===== config.mk =====
export PLATFORM = sky130hd
export DESIGN_NAME = hmfe_front
export DESIGN_NICKNAME = d
export VERILOG_FILES = /design/src/hmfe_pkg.sv /design/src/hmfe_front.sv
export SDC_FILE = /design/constraint.sdc
export NUM_CORES = 1
export LEC_CHECK = 0
export BUFFER_PORTS_ARGS = -buffer_cell sky130_fd_sc_hd__buf_2
export CAP_MARGIN = 10
export CORE_ASPECT_RATIO = 0.5
export CORE_UTILIZATION = 35
export DETAILED_ROUTE_END_ITERATION = 10
export GPL_TIMING_DRIVEN = 0
export PLACE_DENSITY = 0.64
export SLEW_MARGIN = 0
export SYNTH_ARGS = -nofsm -noshare
export SYNTH_HDL_FRONTEND = slang
export SYNTH_SLANG_ARGS = --single-unit
export TNS_END_PERCENT = 1

===== constraint.sdc =====
create_clock -name clk -period 8.1 [get_ports clk]
set_clock_uncertainty 0.15 [all_clocks]
set_input_delay 1.215 -clock clk [delete_from_list [all_inputs] [get_ports clk]]
set_output_delay 1.215 -clock clk [all_outputs]
set_load 0.005 [all_outputs]

===== src/hmfe_pkg.sv =====
`timescale 1ns / 1ps
// ---------------------------------------------------------------------------
// hmfe_pkg
// Shared types and constants of the hash map with FIFO eviction.
// ---------------------------------------------------------------------------
package hmfe_pkg;

	localparam logic [31:0] HASH_SEED = 32'd19780211;
	localparam int unsigned KEY_W = 64;
	localparam int unsigned VAL_W = 64;
	localparam int unsigned LEN_W = 4;
	localparam int unsigned HASH_W = 32;
	localparam int unsigned LIMIT_W = 6;
	localparam logic [LIMIT_W-1:0] LIMIT_RESET = 6'd32;

	typedef enum logic [1:0] {
		MODE_PUT    = 2'd0,
		MODE_GET    = 2'd1,
		MODE_LOOKUP = 2'd2,
		MODE_DELETE = 2'd3
	} mode_t;

	typedef struct packed {
		mode_t              mode;
		logic [KEY_W-1:0]   key;
		logic [LEN_W-1:0]   len;
		logic [VAL_W-1:0]   value;
		logic [HASH_W-1:0]  hash;
	} item_t;

	typedef enum logic [1:0] {
		F_IDLE,
		F_HASH,
		F_MOD,
		F_PUSH
	} front_state_t;

	typedef enum logic [4:0] {
		B_CLR,
		B_IDLE,
		B_HEAD,
		B_FIRST,
		B_WALK,
		B_EVCHK,
		B_RM_RD,
		B_RM_HEAD,
		B_RM_BH,
		B_RM_WALK,
		B_RM_LINK,
		B_EV_OUT,
		B_ALLOC,
		B_ALLOC_W,
		B_INS_RD,
		B_INS_WR,
		B_INS_LNK,
		B_FIN
	} back_state_t;

endpackage


===== src/hmfe_front.sv =====
`timescale 1ns / 1ps
// ---------------------------------------------------------------------------
// hmfe_front
// Accepts a transaction, cleans the key, hashes it a byte per cycle and
// reduces the hash to a bucket eight bits per cycle.
// ---------------------------------------------------------------------------
module hmfe_front
	import hmfe_pkg::*;
#(
	parameter int unsigned BUCKETS   = 16,
	parameter int unsigned KEY_BYTES = 8
) (
	input  logic                       clk,
	input  logic                       arst_n,
	input  logic                       enable,
	input  logic                       in_valid,
	output logic                       in_ready,
	input  logic [1:0]                 mode,
	input  logic [KEY_W-1:0]           key,
	input  logic [LEN_W-1:0]           key_len,
	input  logic [VAL_W-1:0]           value,
	output logic                       push,
	output item_t                      push_item,
	output logic [$clog2(BUCKETS)-1:0] push_bucket,
	input  logic                       queue_full
);

	localparam int unsigned BW = $clog2(BUCKETS);
	localparam logic [LEN_W-1:0] MAX_LEN = LEN_W'(KEY_BYTES);

	front_state_t      state_q, state_d;
	item_t             item_q;
	logic [3:0]        idx_q;
	logic [1:0]        step_q;
	logic [HASH_W-1:0] hs_q;
	logic [BW-1:0]     rem_q;

	logic [LEN_W-1:0]  len_c;
	logic [KEY_W-1:0]  key_c;
	logic [HASH_W-1:0] hash_nxt;
	logic [BW-1:0]     rem_nxt;
	logic [BW:0]       t;
	logic              accept;

	always_comb begin
		len_c = (key_len > MAX_LEN) ? MAX_LEN : key_len;
		for (int i = 0; i < 8; i++) begin
			key_c[8*i +: 8] = (LEN_W'(i) < len_c) ? key[8*i +: 8] : 8'd0;
		end
	end

	assign hash_nxt = item_q.hash * HASH_SEED
		+ {24'd0, item_q.key[{idx_q[2:0], 3'b000} +: 8]};

	// restoring remainder, eight hash bits per cycle
	always_comb begin
		rem_nxt = rem_q;
		t = '0;
		for (int j = 0; j < 8; j++) begin
			t = {rem_nxt, hs_q[31-j]};
			if (t >= (BW+1)'(BUCKETS)) begin
				t = t - (BW+1)'(BUCKETS);
			end
			rem_nxt = t[BW-1:0];
		end
	end

	always_comb begin
		state_d = state_q;
		unique case (state_q)
			F_IDLE: if (accept) state_d = F_HASH;
			F_HASH: if (idx_q == item_q.len) state_d = F_MOD;
			F_MOD:  if (step_q == 2'd3) state_d = F_PUSH;
			F_PUSH: if (!queue_full) state_d = F_IDLE;
			default: state_d = F_IDLE;
		endcase
	end

	always_comb begin
		in_ready = (state_q == F_IDLE) && enable;
		push     = (state_q == F_PUSH) && !queue_full;
	end

	assign accept      = in_valid && in_ready;
	assign push_item   = item_q;
	assign push_bucket = rem_q;

	always_ff @(posedge clk or negedge arst_n) begin
		if (!arst_n) begin
			state_q <= F_IDLE;
		end else begin
			state_q <= state_d;
		end
	end

	always_ff @(posedge clk) begin
		unique case (state_q)
			F_IDLE: begin
				if (accept) begin
					item_q.mode  <= mode_t'(mode);
					item_q.key   <= key_c;
					item_q.len   <= len_c;
					item_q.value <= value;
					item_q.hash  <= '0;
					idx_q        <= '0;
				end
			end
			F_HASH: begin
				if (idx_q == item_q.len) begin
					hs_q   <= item_q.hash;
					rem_q  <= '0;
					step_q <= '0;
				end else begin
					item_q.hash <= hash_nxt;
					idx_q       <= idx_q + 4'd1;
				end
			end
			F_MOD: begin
				rem_q  <= rem_nxt;
				hs_q   <= {hs_q[23:0], 8'd0};
				step_q <= step_q + 2'd1;
			end
			default: begin
			end
		endcase
	end

endmodule


# ---- Yosys cells after proc, flatten, opt, wreduce, memory -nomap -nowiden
# Index checks and enable logic that the tools add are counted.
dict set report word_totals {
  register_bits 210
}
dict set report op_classes {
  reduce_logical 11
  n_mux 26
  shift 1
  addsub 11
  magnitude_cmp 17
  eq_ne 10
  n_mul 1
}
# cell count
set op_table {}
lappend op_table {{one-hot mux 32 bit (2 select lines)} 2}
lappend op_table {{2-to-1 mux 32 bit} 3}
lappend op_table {{indexed part select 64 x 7 -> 8 bit} 1}
lappend op_table {{2-to-1 mux 4 bit} 12}
lappend op_table {{greater-or-equal comparator 5 bit, second input constant} 8}
lappend op_table {{adder 32 x 8 -> 32 bit} 1}
lappend op_table {{multiplier 32 x 25 -> 32 bit, second input constant} 1}
lappend op_table {{subtractor 4 x 1 -> 4 bit, second input constant} 8}
lappend op_table {{< comparator 3 x 4 -> 1 bit, first input constant} 4}
lappend op_table {{one-hot mux 4 bit (2 select lines)} 2}
lappend op_table {{2-to-1 mux 2 bit} 5}
lappend op_table {{!= test 2 bit, second input constant} 5}
lappend op_table {{< comparator 1 x 4 -> 1 bit, first input constant} 2}
lappend op_table {{< comparator 2 x 4 -> 1 bit, first input constant} 2}
lappend op_table {{one-hot mux 2 bit (4 select lines)} 1}
lappend op_table {{== test 2 bit, second input constant} 3}
lappend op_table {{adder 4 x 1 -> 4 bit, second input constant} 1}
lappend op_table {{== test 4 bit} 1}
lappend op_table {{> comparator 4 bit, second input constant} 1}
lappend op_table {{one-hot mux 2 bit (2 select lines)} 1}
lappend op_table {{AND reduction 2 bit} 2}
lappend op_table {{AND reduction 4 bit} 1}
lappend op_table {{nonzero test 2 bit} 2}
lappend op_table {{logical AND 1 bit} 3}
lappend op_table {{5 further kinds} 5}

# ---- Logic depth before layout (Yosys ltp)
dict set report logic_depth {
  word_depth 17
  ltp_mapped 22
}

# ---- Worst setup path before layout
# No wires, ideal clock.
dict set report synth_path {
  path_type {in2reg}
  start {in enable}
  end {reg idx_q[0] (enable)}
  slack_ps 1433
  setup_time_ps 441
  arrival_time_ps 6076
  path_buffers 0
  path_stages 5
  cell_sequence {and2_1 > nand2_1 > inv_1 > nor2_1 > a21oi_1}
}
dict set report synth_via {
  elab_chain_len 4
}
# item line_no
set synth_lines {}
lappend synth_lines {{from (decl)} hmfe_front.sv:15} ;# input logic enable,
lappend synth_lines {{logical AND 1 bit} hmfe_front.sv:80} ;# in_ready = (state_q == F_IDLE) && enable;
lappend synth_lines {{logical AND 1 bit} hmfe_front.sv:84} ;# assign accept = in_valid && in_ready;
lappend synth_lines {{!= test 2 bit (no line)} --}
lappend synth_lines {{AND reduction 3 bit (no line)} --}
lappend synth_lines {{to (signal assigned)} hmfe_front.sv:115} ;# idx_q <= idx_q + 4'd1;
lappend synth_lines {{to (decl)} hmfe_front.sv:33} ;# logic [3:0] idx_q;
# Every way passes these cells.
# A chain may end at the register's enable or synchronous reset.

# ---- Worst setup path after layout
dict set report layout_path {
  start {reg item_q (netlist bit push_item[5])}
  end {reg item_q (netlist bit push_item[31]) (data pin)}
}
dict set report layout_via {
  elab_chain_len 4
}
# item line_no
set layout_lines {}
lappend layout_lines {{from (decl)} hmfe_front.sv:32} ;# item_t item_q;
lappend layout_lines {{multiplier 32 x 25 -> 32 bit} hmfe_front.sv:52} ;# assign hash_nxt = item_q.hash * HASH_SEED
lappend layout_lines {{adder 32 x 8 -> 32 bit} hmfe_front.sv:53} ;# + {24'd0, item_q.key[{idx_q[2:0], 3'b000} +: 8]};
lappend layout_lines {{2-to-1 mux 32 bit} hmfe_front.sv:109} ;# if (idx_q == item_q.len) begin
lappend layout_lines {{one-hot mux 32 bit (2 select lines)} hmfe_front.sv:97} ;# unique case (state_q)
# Every way passes these cells. The select of a mux whose other input is x is not followed.

==> flow_summary.ini <==
[sta]
max_clock_freq_mhz = 141
setup_viol_count_final = 0
timing.slew.headroom = 0.289
final.period_utilization = 0.875
rsz0062_at_grt = false
count_of_final_max_slew_check_failures = 0
finalHoldViolations = 0
timing_worst_slew_pin_value_ns = 1.07
post-route-min-period_ns = 7.09

[clock_tree]
cts_root_buf = sky130_fd_sc_hd__clkbuf_16
clock_tree_from_tritoncts = yes
cts_inserted_buffers = 17
cts_setup_buffers = 0
hold_buffers = 0
clock_latency_reported_for_the_late_side_of_the_worst_skew_pair_ns = 0.44
path_clk_slew_ns = 0.08
clockBufferDepth = 2
post_cts_resize_count = 0
number_of_h_tree_levels = 4
number_of_sinks_driven_by_the_clock_tree = 194

[global_routing]
grt_pass1_vias = 11110
grt_antenna_before_repair = 4
gr_usage_total = 0.180
gr_ovfl_total = 0
grt_pass1_wl_um = 63500
grt_max_degree = 74

[drt]
finalWirelength_um = 41000
detail-route-antenna-nets = 0
via_count = 10383
post_drt_wl_per_cell_um = 18.3
drtIter0Drc = 495
drtPass1Iterations = 8
vias_per_cell = 4.63
drc = 0

[floorplanning]
count_of_standard_cell_rows = 55
starting_utilization_of_the_core_area = 0.356
floorplan.die_area_um2 = 46900
die_height_um = 154
top_level_i_o_count = 311
fp.coreArea_um2 = 45300
floorplan.die.width_um = 305

[critical_path]
critical_path.startpoint_type = register
worstReg2RegStart = push_item[5]
cp.arrival_ns = 7.11
critical_path.most_common_cell = sky130_fd_sc_hd__fa_1
critical_path_source = push_item[5]
path_cells = ha_1, fa_1, fa_1, inv_1, fa_1, inv_1, fa_1, fa_1, inv_1, fa_1, inv_1, ha_1, buf_2, a21o_1, a21oi_1, o221ai_1, or3_1, o2111ai_1, nand3_1, nor3b_2
crit_slowest_cell = sky130_fd_sc_hd__edfxtp_1
cp_max_fo = 13
timing.critical_path.to_type = register
cp_data_required_time_ns = 8.12
critPathKind = register to register
critical-path-max-stage-delay_ns = 1.02

[synthesis]
synth-edff-count = 192
synth_nets = 1818
synth_top_cells_by_area = sky130_fd_sc_hd__edfxtp_1 36%, sky130_fd_sc_hd__fa_1 25%, sky130_fd_sc_hd__ha_1 14%
yosysTopAreaCell = sky130_fd_sc_hd__edfxtp_1
cell_count_after_synthesis = 1296
ys_ff_latch = 194
synth.yosys.warnings = 0
synthesis.area_um2 = 16100
netlist.area_leader.share = 0.358
sequential_share_of_the_synthesized_area = 0.361
synthDistinctLibCells = 52
synth_area_per_cell_um2 = 12.4
most_used_dff_post_synth = sky130_fd_sc_hd__edfxtp_1
postSynth.asyncResetShare = 0.0103

[worst_hold_path]
hp-start = hs_q[24]
worst_hold_path_type = register to register

[final_layout]
layout.cell_area.non_filler_um2 = 19100
layout-area-overhead-vs-synth_pct = 18.6
layout.nets = 2150
layout-drive-gt1-share = 0.236

[place]
placement.io_buffers = 308
placed_area_um2 = 18500
hpwlAfterDp_um = 33200
finalWeightedCongestion = 0.853

[job]
maxCapViolations = 0

[status]
status = finished clean
==> cells in the final DEF, fill, tap and decap left out, drive strengths merged, types with 3 or more instances in the layout <==
master	count
a21o	15
nor2b	65
mux2i	5
and2	25
a21oi	24
nor2	40
o21a	5
nor3	10
mux4	16
mux2	12
nand2	26
o21ai	22
inv	333
clkinv	5
ha	183
a211o	3
xnor2	37
clkbuf	34
nand3	6
nor3b	6
and3	4
edfxtp	192
fa	200
a31oi	5
buf	317
xor2	17
a211oi	4
==> synthesized netlist by cell type (15+ instances only) <==
cell and n:
sky130_fd_sc_hd__inv_1 324, sky130_fd_sc_hd__fa_1 200, sky130_fd_sc_hd__edfxtp_1 192, sky130_fd_sc_hd__ha_1 183, sky130_fd_sc_hd__nor2b_1 65, sky130_fd_sc_hd__nor2_1 40
sky130_fd_sc_hd__xnor2_1 37, sky130_fd_sc_hd__nand2_1 26, sky130_fd_sc_hd__and2_1 25, sky130_fd_sc_hd__a21oi_1 22, sky130_fd_sc_hd__clkbuf_1 17, sky130_fd_sc_hd__o21ai_0 17
sky130_fd_sc_hd__xor2_1 17, sky130_fd_sc_hd__mux4_2 16, sky130_fd_sc_hd__a21o_1 15
==> area by class of cell <==
type                       count  area [um2]
multi-input combinational    757        9020
clock inverter                15         166
clock buffer                  17         425
fill                        4284       26200
inverter                     324        1220
timing repair buffer         313        1620
buffer                        21        83.8
tap                          598         748
sequential                   194        5820
antenna                        2        5.00
==> worst max-delay path, delay by kind of cell, from the launching register on <==
kind	cells	cell delay, ns
compound gates	4	0.88
flops	1	1.02
buf+inv	5	0.40
fa+ha+maj	8	3.73
simple gates	3	0.65
==> flip-flops by register name, summed over array words and instances, names as in the netlist <==
signal / cells
push_bucket: 4
idx_q: 4
state_q: 2
step_q: 2
push_item: 166
hs_q: 16
==> routing by layer <==
metal | up-vias | wire [um] | share of wire | GRT usage
li1 | 4859 | - | - | -
met1 | 5247 | 17400 | 0.42 | 0.228
met2 | 221 | 20900 | 0.51 | 0.317
met3 | 54 | 1730 | 0.042 | 0.0299
met4 | 2 | 1000 | 0.024 | 0.0538
met5 | - | 13 | 0.00032 | 0
==> metrics by stage <==
step / util / setup TNS, ns / setup WS [ns] / std cells / hold slack, ns
finish: 0.422 / 0 / 1.01 / 2241 / 0.377
CTS: 0.422 / 0 / 0.949 / 2239 / 0.373
detailed placement: 0.409 / 0 / 0.986 / 2207 / 0.364
floorplan: - / 0 / 1.43 / 1296 / 0.350
global route: 0.422 / 0 / 0.681 / 2240 / 0.373
global placement: 0.406 / -34.53 / -0.962 / 2202 / 0.361
==> cell families after synthesis <==
family / synth area share
flops: 0.361
simple gates: 0.0640
fa+ha+maj: 0.391
xor+xnor: 0.0294
buf+inv: 0.0807
compound gates: 0.0404
mux: 0.0339
==> worst paths after layout <==
| kind | endpoint | slack [ns] | cells past startpoint |
|---|---|---|---|
| hold reg to reg | push_bucket[0] | 0.38 | 1 |
| setup / recovery | push_item[31] | 1.01 | 20 |
| min in group asynchronous | state_q[1] | 0.40 | 1 |
| hold / removal | push_bucket[0] | 0.38 | 1 |
| max in group asynchronous | state_q[0] | 7.31 | 1 |
| setup reg to reg | push_item[31] | 1.01 | 20 |
Power is left out: the tool's default activity adds up to more than one toggle a clock period on the data nets, which glitch-free logic cannot reach.
