## src/hmfe_queue.sv

```systemverilog
`timescale 1ns / 1ps
// ---------------------------------------------------------------------------
// hmfe_queue
// Two-entry queue between the classifying front and the executing back.
// ---------------------------------------------------------------------------
module hmfe_queue #(
	parameter int unsigned WIDTH = 8
) (
	input  logic             clk,
	input  logic             arst_n,
	input  logic             push,
	input  logic [WIDTH-1:0] push_data,
	output logic             full,
	input  logic             pop,
	output logic             not_empty,
	output logic [WIDTH-1:0] pop_data
);

	logic [WIDTH-1:0] slot_q [2];
	logic             wr_q;
	logic             rd_q;
	logic [1:0]       fill_q;

	assign full      = (fill_q == 2'd2);
	assign not_empty = (fill_q != 2'd0);
	assign pop_data  = slot_q[rd_q];

	always_ff @(posedge clk or negedge arst_n) begin
		if (!arst_n) begin
			wr_q   <= 1'b0;
			rd_q   <= 1'b0;
			fill_q <= 2'd0;
		end else begin
			if (push) begin
				wr_q <= ~wr_q;
			end
			if (pop) begin
				rd_q <= ~rd_q;
			end
			fill_q <= fill_q + {1'b0, push} - {1'b0, pop};
		end
	end

	always_ff @(posedge clk) begin
		if (push) begin
			slot_q[wr_q] <= push_data;
		end
	end

endmodule

```

## config.mk

```make
export PLATFORM = sky130hd
export DESIGN_NAME = hmfe_queue
export DESIGN_NICKNAME = d
export VERILOG_FILES = /design/src/hmfe_queue.sv
export SDC_FILE = /design/constraint.sdc
export NUM_CORES = 1
export LEC_CHECK = 0
export BUFFER_PORTS_ARGS = -buffer_cell sky130_fd_sc_hd__buf_2
export CORE_MARGIN = 4
export CORE_UTILIZATION = 25
export DETAILED_ROUTE_END_ITERATION = 16
export SLEW_MARGIN = 20
export SYNTH_ARGS = -nofsm -noshare
export SYNTH_HDL_FRONTEND = slang
export SYNTH_SLANG_ARGS = --single-unit
```

## constraint.sdc

```tcl
create_clock -name clk -period 1.4 [get_ports clk]
set_clock_uncertainty 0.1 [all_clocks]
set_input_delay 0.21 -clock clk [delete_from_list [all_inputs] [get_ports clk]]
set_output_delay 0.21 -clock clk [all_outputs]
set_load 0.02 [all_outputs]
```

-- Yosys cells after proc, flatten, opt, wreduce, memory -nomap -nowiden
Memory sizes are Yosys's and may differ from the RTL's.
Cells that the tools add are included.
- add/sub/neg operators: 2
- eq/ne operators: 1
- mux-type cells: 2
- bitwise gates (word level): 2
- reduce and logical (&&, ||, !) cells: 1
- operators by type and width (operator ; count):
    adder 2 x 1 -> 2 bit ; 1
    == test 2 bit, second input constant ; 1
    two-way mux 1 bit ; 2
    inverter 1 bit ; 2
    nonzero test 2 bit ; 1
    subtractor 2 x 1 -> 2 bit ; 1
- bits in registers: 4
- RAM bits: 16
- input port bits: 12
- memories: 1
- memories (memory ; depth ; width ; rd ports ; clocked after memory_dff ; write ports ; RTL line ; text):
    slot_q ; 2 ; 8 ; 1 ; 0 ; 1 ; 19 ; logic [WIDTH-1:0] slot_q [2];

-- Longest topological paths before layout
Gate-level depths: netlist (run 1).
- word-level depth: 2
- depth in mapped cells: 5

-- Least setup slack after synthesis (run 1)
OpenSTA, ideal clock, no wires.
- kind: reg-to-reg
- start point: register wr_q
- end point: memory slot_q[0][0], enable pin
- arrival: 789 ps
- required time: 927 ps
- slack: 138 ps
- stages on the path, launching flop included: 2
- path buffers: 0
- period minus slack after synthesis: 1262 ps
- cells stage by stage: dfrtp_1 nor2b_1
- RTL lines (what ; RTL line ; text):
    start, declared ; 20 ; logic wr_q;
    start signal, assigned ; 35 ; wr_q <= ~wr_q;
    end, declared ; 19 ;
No word-level cell before the write port.

-- Final worst setup path (run 1)
- start point: register rd_q
- end point: output port pop_data[1]
- word-level cells in the longest chain between the ends: 1
- RTL lines (what ; RTL line ; text):
    start, declared ; 21 ; logic rd_q;
    start signal, assigned ; 38 ; rd_q <= ~rd_q;
    memory (2 x 8 bit) ; n/a ;
    end, declared ; 16 ; output logic [WIDTH-1:0] pop_data
Every way passes these cells.

==> results of run 1 <==
[layer usage]
metal / track usage / wire, um / up-vias
met5: 0 / 0 / -
met4: 0.03958 / 10 / 0
met3: 0.02253 / 86 / 2
met2: 0.1201 / 641 / 14
met1: 0.06995 / 528 / 217
li1: - / - / 227
[final timing paths]
| path | from | cells after the start | to | slack (ns) |
|---|---|---|---|---|
| hold reg to reg | wr_q | 1 | wr_q | 0.40 |
| min in group asynchronous | arst_n | 2 | fill_q[0] | 0.14 |
| setup reg to reg | fill_q[0] | 6 | fill_q[1] | -0.02 |
| setup / recovery | rd_q | 3 | pop_data[1] | -0.20 |
| max in group asynchronous | arst_n | 2 | rd_q | 0.93 |
| hold / removal | push | 2 | wr_q | 0.03 |
[synthesized netlist by cell type (all sizes together)]
cell type  instances
inv                2
and2               1
mux2               8
xor3               1
dfrtp              4
nor2b              2
ha                 2
buf                1
or2                1
xor2               2
edfxtp            16
[power groups by stage]
stage | registers [uW] | logic, uW | clock network (uW)
2_1_floorplan | 869 | 612 | 0
3_3_place_gp | 943 | 710 | 0
3_5_place_dp | 953 | 720 | 0
4_1_cts | 874 | 1120 | 477
5_1_grt | 897 | 1220 | 504
6_report | 879 | 1140 | 461
[metrics by stage]
step                      setup WS (ns)    util  instance area, sq um  setup TNS [ns]
after floorplan                  0.1383       -                 810.8               0
after global placement         -0.07611  0.3142                 967.2         -0.5486
after detailed placement       -0.08903  0.3142                 967.2         -0.6502
after CTS                       -0.2235  0.3955                  1217          -1.722
after global routing            -0.2486  0.4037                  1242          -2.030
final                           -0.2015  0.4037                  1242          -1.559
[worst register-to-register path, stage by stage, from the launching register on]
cell	delay, ns
dfrtp_1	0.41
buf_6	0.13
inv_1	0.05
ha_1	0.21
inv_1	0.05
ha_1	0.13
xor3_1	0.21
[registers in the layout, indices dropped and copies added, names as in the netlist]
register / cells
slot_q: 16
rd_q: 1
wr_q: 1
fill_q: 2
[final cells by class]
class | instances | area (sq um) | area share
Clock buffer | 3 | 22.52 | 0.01813
Tap cell | 44 | 55.05 | 0.04431
Timing Repair Buffer | 37 | 324.1 | 0.2608
Multi-Input combinational cell | 17 | 221.5 | 0.1782
Inverter | 2 | 7.507 | 0.006042
Clock inverter | 1 | 30.03 | 0.02417
Sequential cell | 20 | 581.8 | 0.4683
[cells by family (layout without fill, tap and decap cells)]
family	Yosys count	in the layout	synth area share
flops	20	20	0.7161
mux	8	8	0.1482
fa+ha+maj	2	2	0.03086
buf+inv	3	43	0.02315
xor+xnor	3	3	0.05093
simple gates	4	4	0.03087
[timing repair]
action	in CTS	in global routing
endpoints found under the hold margin	18	1
gates resized for setup	24	4
hold buffers	9	1
endpoints found under the setup margin	9	11
buffers inserted	5	0
==> run_results.csv, run 1 <==
group,metric,value,unit
power,p_int,1778,uW
synth,synth.distinct_cells,11,
timing,post-route-min-period,1.601,ns
floorplanning,row_count,20,
drt,wire_per_inst,10.22,um
floorplanning,start_util,0.2634,
power,switchingPower,703.8,uW
timing,max_freq,0.6244,GHz
power,seq_power_share,0.354,
power,p_comb_frac,0.460,
layout,layout_commonest_cell,"edfxtp_1",
critical_path,crit_buf_inv,2,
synth,synth.area.top_cells,"edfxtp_1 59%, mux2_4 15%, dfrtp_1 12%",
critical_path,start_kind,"flop",
synth,ys_seq_elements,20,
power,ir_drop,0.001007,V
synth,ys_seq_area_frac,0.7160,
layout,n_fill_cell,300,
global_route,gr-total-overflow,0,
layout,syn2layout_area_growth,53.24,%
global_route,grt_max_degree,13,
layout,final_nets,95,
timing,setup_violations,9,
power,leakagePower,0.0005332,uW
global_route,antenna_found_initial,0,
critical_path,crit_path_max_incr_delay,0.43,ns
placement,io_buffers,21,
critical_path,endpoint_kind,"output port",
cts,clk_latency,0.29,ns
drt,routed_wl,1267,um
cts,clk_pin_slew,0.11,ns
cts,h-tree-depth,1,
synth,syn-num-nets,54,
drt,drcViolationCount,0,
drt,viasPerCell,3.710,
floorplanning,die_w,64.95,um
critical_path,crit_slowest_cell,"dfrtp_2",
power,power,2482,uW
drt,antenna_left,0,
critical_path,required,1.09,ns
power,p_sw_frac,0.2836,
synth,synth_cells,40,
cts,cts.sink_count,20,
critical_path,cp_data_arrival_time,1.29,ns
synth,syn-cell-area,810.8,sq um
critical_path,cpLargestDelayFamily,"flip-flops",
timing,period_share,1.144,
global_route,grt_pass1_wl,2090,um
timing,tightest_slew,0.3985,ns
layout,antenna_cells,0,
power,power_density,1997,nW/um^2
cts,cts_tree,"built",
job,drv_cap,0,
run_status,status,"complete, but fails checks",
cts,cts_made_buffers,3,
synth,yosys.area.top_type,"edfxtp_1",
floorplanning,core_area,3078,sq um
drt,dr.pass1.iters,2,
power,clock_power_share,0.186,
layout,stdcell_count,124,
floorplanning,die_area,4219,sq um
critical_path,path_cells,"buf_6 > mux2_4 > buf_6",
global_route,grtUsageTotal,0.06823,
critical_path,timing.critical_path.mode_cell,"buf_6",
synth,avgSynthCellArea,20.27,sq um
timing,hold_viol,0,
floorplanning,die_y,64.95,um
placement,place.gp.congestion,0.6592,
synth,yosys_warnings,0,
cts,cts_buffer_depth,2,
global_route,grt_pass1_vias,499,
drt,first_iter_violations,5,
placement,place_inst,105,
timing,drv_slew,0,
critical_path,path_class,"flop to output port",
critical_path,critPathMaxFanout,5,
timing,maxSlewHeadroom,0.7344,
cts,root_buffer,"clkbuf_4",
timing,grt_setup_unrepaired,"yes",
layout,final_cell_mix,"16 x edfxtp_1, 13 x buf_6, 11 x buf_2",
drt,vias,460,
timing,hold_slack,0.02718,ns
layout,drive_gt1_frac,0.5250,
floorplanning,io-pin-count,22,
hold_path,min-delay-path-class,"input port to flop",
run_status,violations,"negative setup slack",
synth,yosysTopAreaCellShare,0.5926,
timing,setup_ws,-0.2015,ns
Power figures use the tool's default switching activity.
==> run 2: changes to the inputs <==
Settings changed: BUFFER_PORTS_ARGS -buffer_cell sky130_fd_sc_hd__buf_2 to unset, CORE_MARGIN 4 to unset, DONT_BUFFER_PORTS set to 1.
==> run 2 against run 1 <==
Against the previous run: the flow still finishes with violations (negative setup slack); die area is 18% lower; register-to-register slack better by 0.04 ns; critical endpoint is now pop_data[3]; sequential share of layout area is 8.1 points higher; combinational power is 31% lower; highest routed layer is now met3; sequential cell count stayed put; first-iteration DRC count grew to 2.6 times the previous value; cell area is 15% lower; routed wire length is 4.1% lower.
==> run_results.csv, run 2 (synthesis gave the netlist of run 1 again) <==
group,metric,value,unit
placement,io_buffers,0,
timing,post-route-min-period,1.530,ns
floorplanning,row_count,20,
floorplanning,die_y,58.95,um
timing,hold_viol,0,
drt,drcViolationCount,0,
drt,antenna_left,0,
layout,stdcell_count,101,
drt,vias,373,
global_route,antenna_found_initial,0,
timing,period_share,1.093,
critical_path,crit_buf_inv,1,
critical_path,path_class,"flop to output port",
floorplanning,start_util,0.2656,
critical_path,critPathMaxFanout,8,
layout,top_regs,"slot_q (16), fill_q (2)",
drt,routed_wl,1215,um
cts,clk_pin_slew,0.12,ns
critical_path,rrSetupSlack,0.02,ns
global_route,use_met1,0.06853,
drt,dr.pass1.iters,2,
drt,viasPerCell,3.693,
layout,seqCellArea,580.6,sq um
layout,top_register,"slot_q",
cts,cts.sink_count,20,
layout,syn2layout_area_growth,30.40,%
global_route,grtUsageMet2,0.1364,
floorplanning,die_w,58.95,um
drt,first_iter_violations,13,
power,ir_drop,0.0004344,V
floorplanning,io-pin-count,22,
run_status,status,"complete, but fails checks",
placement,place.gp.congestion,0.5713,
critical_path,path_cells,"buf_12 > mux2_4",
critical_path,timing.rr.start,"fill_q[0]",
critical_path,rr_endpoint,"fill_q[1]",
critical_path,cpLargestDelayFamily,"flip-flops",
cts,h-tree-depth,1,
global_route,grtUsageTotal,0.07466,
critical_path,cp_data_arrival_time,1.22,ns
layout,finalCoreUtilization,0.3463,
timing,setup_violations,8,
run_status,violations,"negative setup slack",
critical_path,start_kind,"flop",
power,power_density,2026,nW/um^2
global_route,busiest_layer,"met2",
timing,max_freq,0.6534,GHz
floorplanning,core_area,3053,sq um
global_route,gr-total-overflow,0,
critical_path,crit_path_max_incr_delay,0.43,ns
layout,multiInputGateArea,216.5,sq um
layout,antenna_cells,0,
timing,maxSlewHeadroom,0.7265,
critical_path,required,1.09,ns
power,leakagePower,0.0004170,uW
timing,drv_slew,0,
layout,n_fill_cell,302,
global_route,grt_pass1_wl,1738,um
layout,drive_gt1_frac,0.2982,
global_route,grt_pass1_vias,411,
cts,clk_latency,0.30,ns
drt,wire_per_inst,12.03,um
cts,cts_made_buffers,3,
job,drv_cap,0,
hold_path,min-delay-path-class,"input port to async pin",
critical_path,crit_slowest_cell,"dfrtp_1",
timing,setup_ws,-0.1304,ns
cts,cts_buffer_depth,2,
layout,largest_reg_flops,16,
timing,finalSetupTns,-1.013,ns
floorplanning,die_area,3475,sq um
critical_path,endpoint_kind,"output port",
placement,place_inst,85,
timing,grt_setup_unrepaired,"yes",
timing,tightest_slew,0.4103,ns
layout,final_cell_mix,"16 x edfxtp_1, 11 x dlygate4sd3_1, 8 x mux2_4",
critical_path,reg2reg_depth,5,
placement,pre_cts_slack,0.07460,ns
global_route,use_met3,0.01978,
global_route,grt_max_degree,13,
layout,final_nets,72,
cts,root_buffer,"clkbuf_4",
layout,layout_commonest_cell,"edfxtp_1",
power,power,2142,uW
cts,cts_tree,"built",
run 2: changes by cell type in the layout (fill, tap and decap cells not counted), sizes merged:
cell / previous run / this run
buf: 27 / 3
dlygate4sd3: 10 / 11
run 2: how the worst max path moves through the flow:
stage	startpoint	end	slack [ns]	cells after the start
2_1_floorplan	wr_q	slot_q[0][0]	0.14	1
3_3_place_gp	fill_q[0]	fill_q[1]	0.15	5
3_5_place_dp	fill_q[0]	fill_q[1]	0.07	5
4_1_cts	rd_q	pop_data[1]	-0.13	2
5_1_grt	rd_q	pop_data[3]	-0.16	2
6_report	rd_q	pop_data[3]	-0.13	2
run 2: repair_timing:
| action | 4_1_cts | 5_1_grt |
|---|---|---|
| endpoints found under the setup margin | 8 | 11 |
| resized for setup | 0 | 2 |
| hold buffers | 11 | 0 |
| endpoints found under the hold margin | 23 | 0 |
| buffers inserted | 1 | 0 |
run 2: layer usage:
metal	routed length [um]	vias to the layer above
li1	-	177
met1	438	183
met2	706	13
met3	70	0
met4	0	0
met5	0	-
run 2: through the flow:
step                      cell area (sq um)  hold slack [ns]
final                                  1057          0.07576
after global routing                   1057          0.07655
after CTS                              1052          0.05957
after detailed placement              882.1          -0.1855
after global placement                882.1          -0.1855
after floorplan                       810.8          -0.1856
run 2: final cells by class:
cell class | instances | share of cell area
multi-input combinational | 17 | 0.2047
clock buffer | 3 | 0.02130
timing repair buffer | 14 | 0.1373
clock inverter | 1 | 0.02840
inverter | 2 | 0.007101
tap | 44 | 0.05207
sequential | 20 | 0.5491
run 2: worst register-to-register path, delay by kind of cell (launching register included):
kind	cells	cell delay, ns
adders and majority gates	2	0.41
DFF	1	0.41
xor gates and xnor gates	1	0.23
buffers and inverters	2	0.11
run 2: report_power, final:
group          switching (uW)  internal [uW]
registers                76.1            809
clock network             182            289
logic                     389            397
total                     647           1490
==> run 3: changes to the inputs <==
Settings changed: MAX_ROUTING_LAYER set to met4.
==> run 3 against run 2 <==
Against the previous run: the run still ends with negative setup slack left; non-clock buffer count unchanged; clock power hardly changed; utilization unchanged; sequential power hardly changed; first-iteration DRC count is 69% lower; worst setup slack lost 0.0031 ns; cell area stayed put; critical path depth did not move; largest power group unchanged; clock-buffer cell count stayed put.
==> run_results.csv, run 3 (synthesis gave the netlist of run 1 again) <==
group,metric,value,unit
run_status,status,"complete, but fails checks",
run_status,violations,"negative setup slack",
critical_path,cp_data_arrival_time,1.22,ns
timing,max_freq,0.6521,GHz
placement,dpl-instance-area,882.1,sq um
cts,cts_buffer_depth,2,
timing,maxSlewHeadroom,0.7255,
layout,top_regs,"slot_q (16), fill_q (2)",
critical_path,start_kind,"flop",
floorplanning,row_count,20,
layout,syn2layout_area_growth,30.40,%
timing,drv_slew,0,
critical_path,cpLargestDelayFamily,"flip-flops",
layout,antenna_cells,0,
layout,final_nets,72,
timing,period_share,1.095,
drt,first_iter_violations,4,
power,power,2141,uW
global_route,antenna_found_initial,0,
drt,wire_per_inst,12.00,um
timing,grt_setup_unrepaired,"yes",
layout,layout_commonest_cell,"edfxtp_1",
layout,finalCoreUtilization,0.3463,
layout,stdcell_count,101,
floorplanning,io-pin-count,22,
cts,cts.sink_count,20,
critical_path,crit_buf_inv,1,
cts,root_buffer,"clkbuf_4",
cts,clk_latency,0.30,ns
critical_path,crit_slowest_cell,"dfrtp_1",
floorplanning,core_area,3053,sq um
timing,tightest_slew,0.4117,ns
placement,place_inst,85,
job,drv_cap,0,
layout,final_cell_mix,"16 x edfxtp_1, 11 x dlygate4sd3_1, 8 x mux2_4",
placement,io_buffers,0,
global_route,grt_pass1_vias,410,
drt,viasPerCell,3.743,
timing,setup_ws,-0.1335,ns
cts,cts_tree,"built",
drt,vias,378,
layout,stdcell_area,1057,sq um
global_route,grt_pass1_wl,1745,um
critical_path,endpoint_kind,"output port",
layout,drive_gt1_frac,0.2982,
cts,clk_pin_slew,0.12,ns
layout,top_register,"slot_q",
placement,pre_cts_slack,0.07460,ns
timing,post-route-min-period,1.533,ns
power,ir_drop,0.0004344,V
hold_path,min-delay-path-class,"input port to async pin",
critical_path,path_cells,"buf_12 > mux2_4",
timing,setup_violations,8,
cts,cts_made_buffers,3,
floorplanning,start_util,0.2656,
critical_path,crit_path_max_incr_delay,0.43,ns
drt,routed_wl,1212,um
cts,h-tree-depth,1,
power,leakagePower,0.0004170,uW
global_route,gr-total-overflow,0,
floorplanning,die_w,58.95,um
drt,dr.pass1.iters,2,
drt,antenna_left,0,
global_route,grt_max_degree,13,
layout,largest_reg_flops,16,
critical_path,required,1.09,ns
timing,hold_viol,0,
drt,drcViolationCount,0,
power,power_density,2025,nW/um^2
global_route,grtUsageTotal,0.07692,
floorplanning,die_area,3475,sq um
critical_path,path_class,"flop to output port",
floorplanning,die_y,58.95,um
placement,place.gp.congestion,0.5741,
critical_path,critPathMaxFanout,8,
[run 3: cell counts in the layout (fill, tap and decap cells not counted)]
No cell type changed its count.
[run 3: layout make-up]
class                   count  area [sq um]
clock buffers               3         22.52
clock inverters             1         30.03
fillers                   302          1996
inverters                   2         7.507
multi-input cells          17         216.5
flip-flops and latches     20         580.6
well taps                  44         55.05
repair buffers             14         145.1
[run 3: path summary, 6_finish.rpt]
check | from | endpoint | cells past startpoint | slack [ns]
min in group clk | pop | fill_q[1] | 2 | 0.21
worst max register to register | fill_q[0] | fill_q[1] | 5 | 0.02
worst min-delay path | arst_n | wr_q | 1 | 0.08
worst max-delay path | rd_q | pop_data[3] | 2 | -0.13
max in group asynchronous | arst_n | fill_q[1] | 1 | 0.94
worst min register to register | wr_q | wr_q | 1 | 0.40
[run 3: timing repair]
action / CTS / global route
endpoints found under the hold margin: 23 / 0
buffers inserted: 1 / 0
endpoints found under the setup margin: 8 / 11
resized for setup: 0 / 2
hold buffers: 11 / 0
[run 3: per-stage QoR]
stage          TNS [ns]  hold slack, ns
5_1_grt          -1.317         0.07655
4_1_cts          -1.012         0.05957
3_3_place_gp          0         -0.1855
2_1_floorplan         0         -0.1856
3_5_place_dp          0         -0.1855
6_report         -1.038         0.07621
[run 3: metal layers]
metal / vias up / global-route usage / routed length, um
met3: 2 / 0.01538 / 53
met1: 185 / 0.07133 / 454
li1: 178 / - / -
met5: - / - / 0
met4: 0 / 0.06122 / 17
met2: 13 / 0.1364 / 687
[run 3: power by group]
group / leakage [uW] / internal [uW] / switching (uW)
Clock: 0.0000279 / 289 / 182
Sequential: 0.000197 / 809 / 76.7
Combinational: 0.000192 / 397 / 388
Total: 0.000417 / 1490 / 647
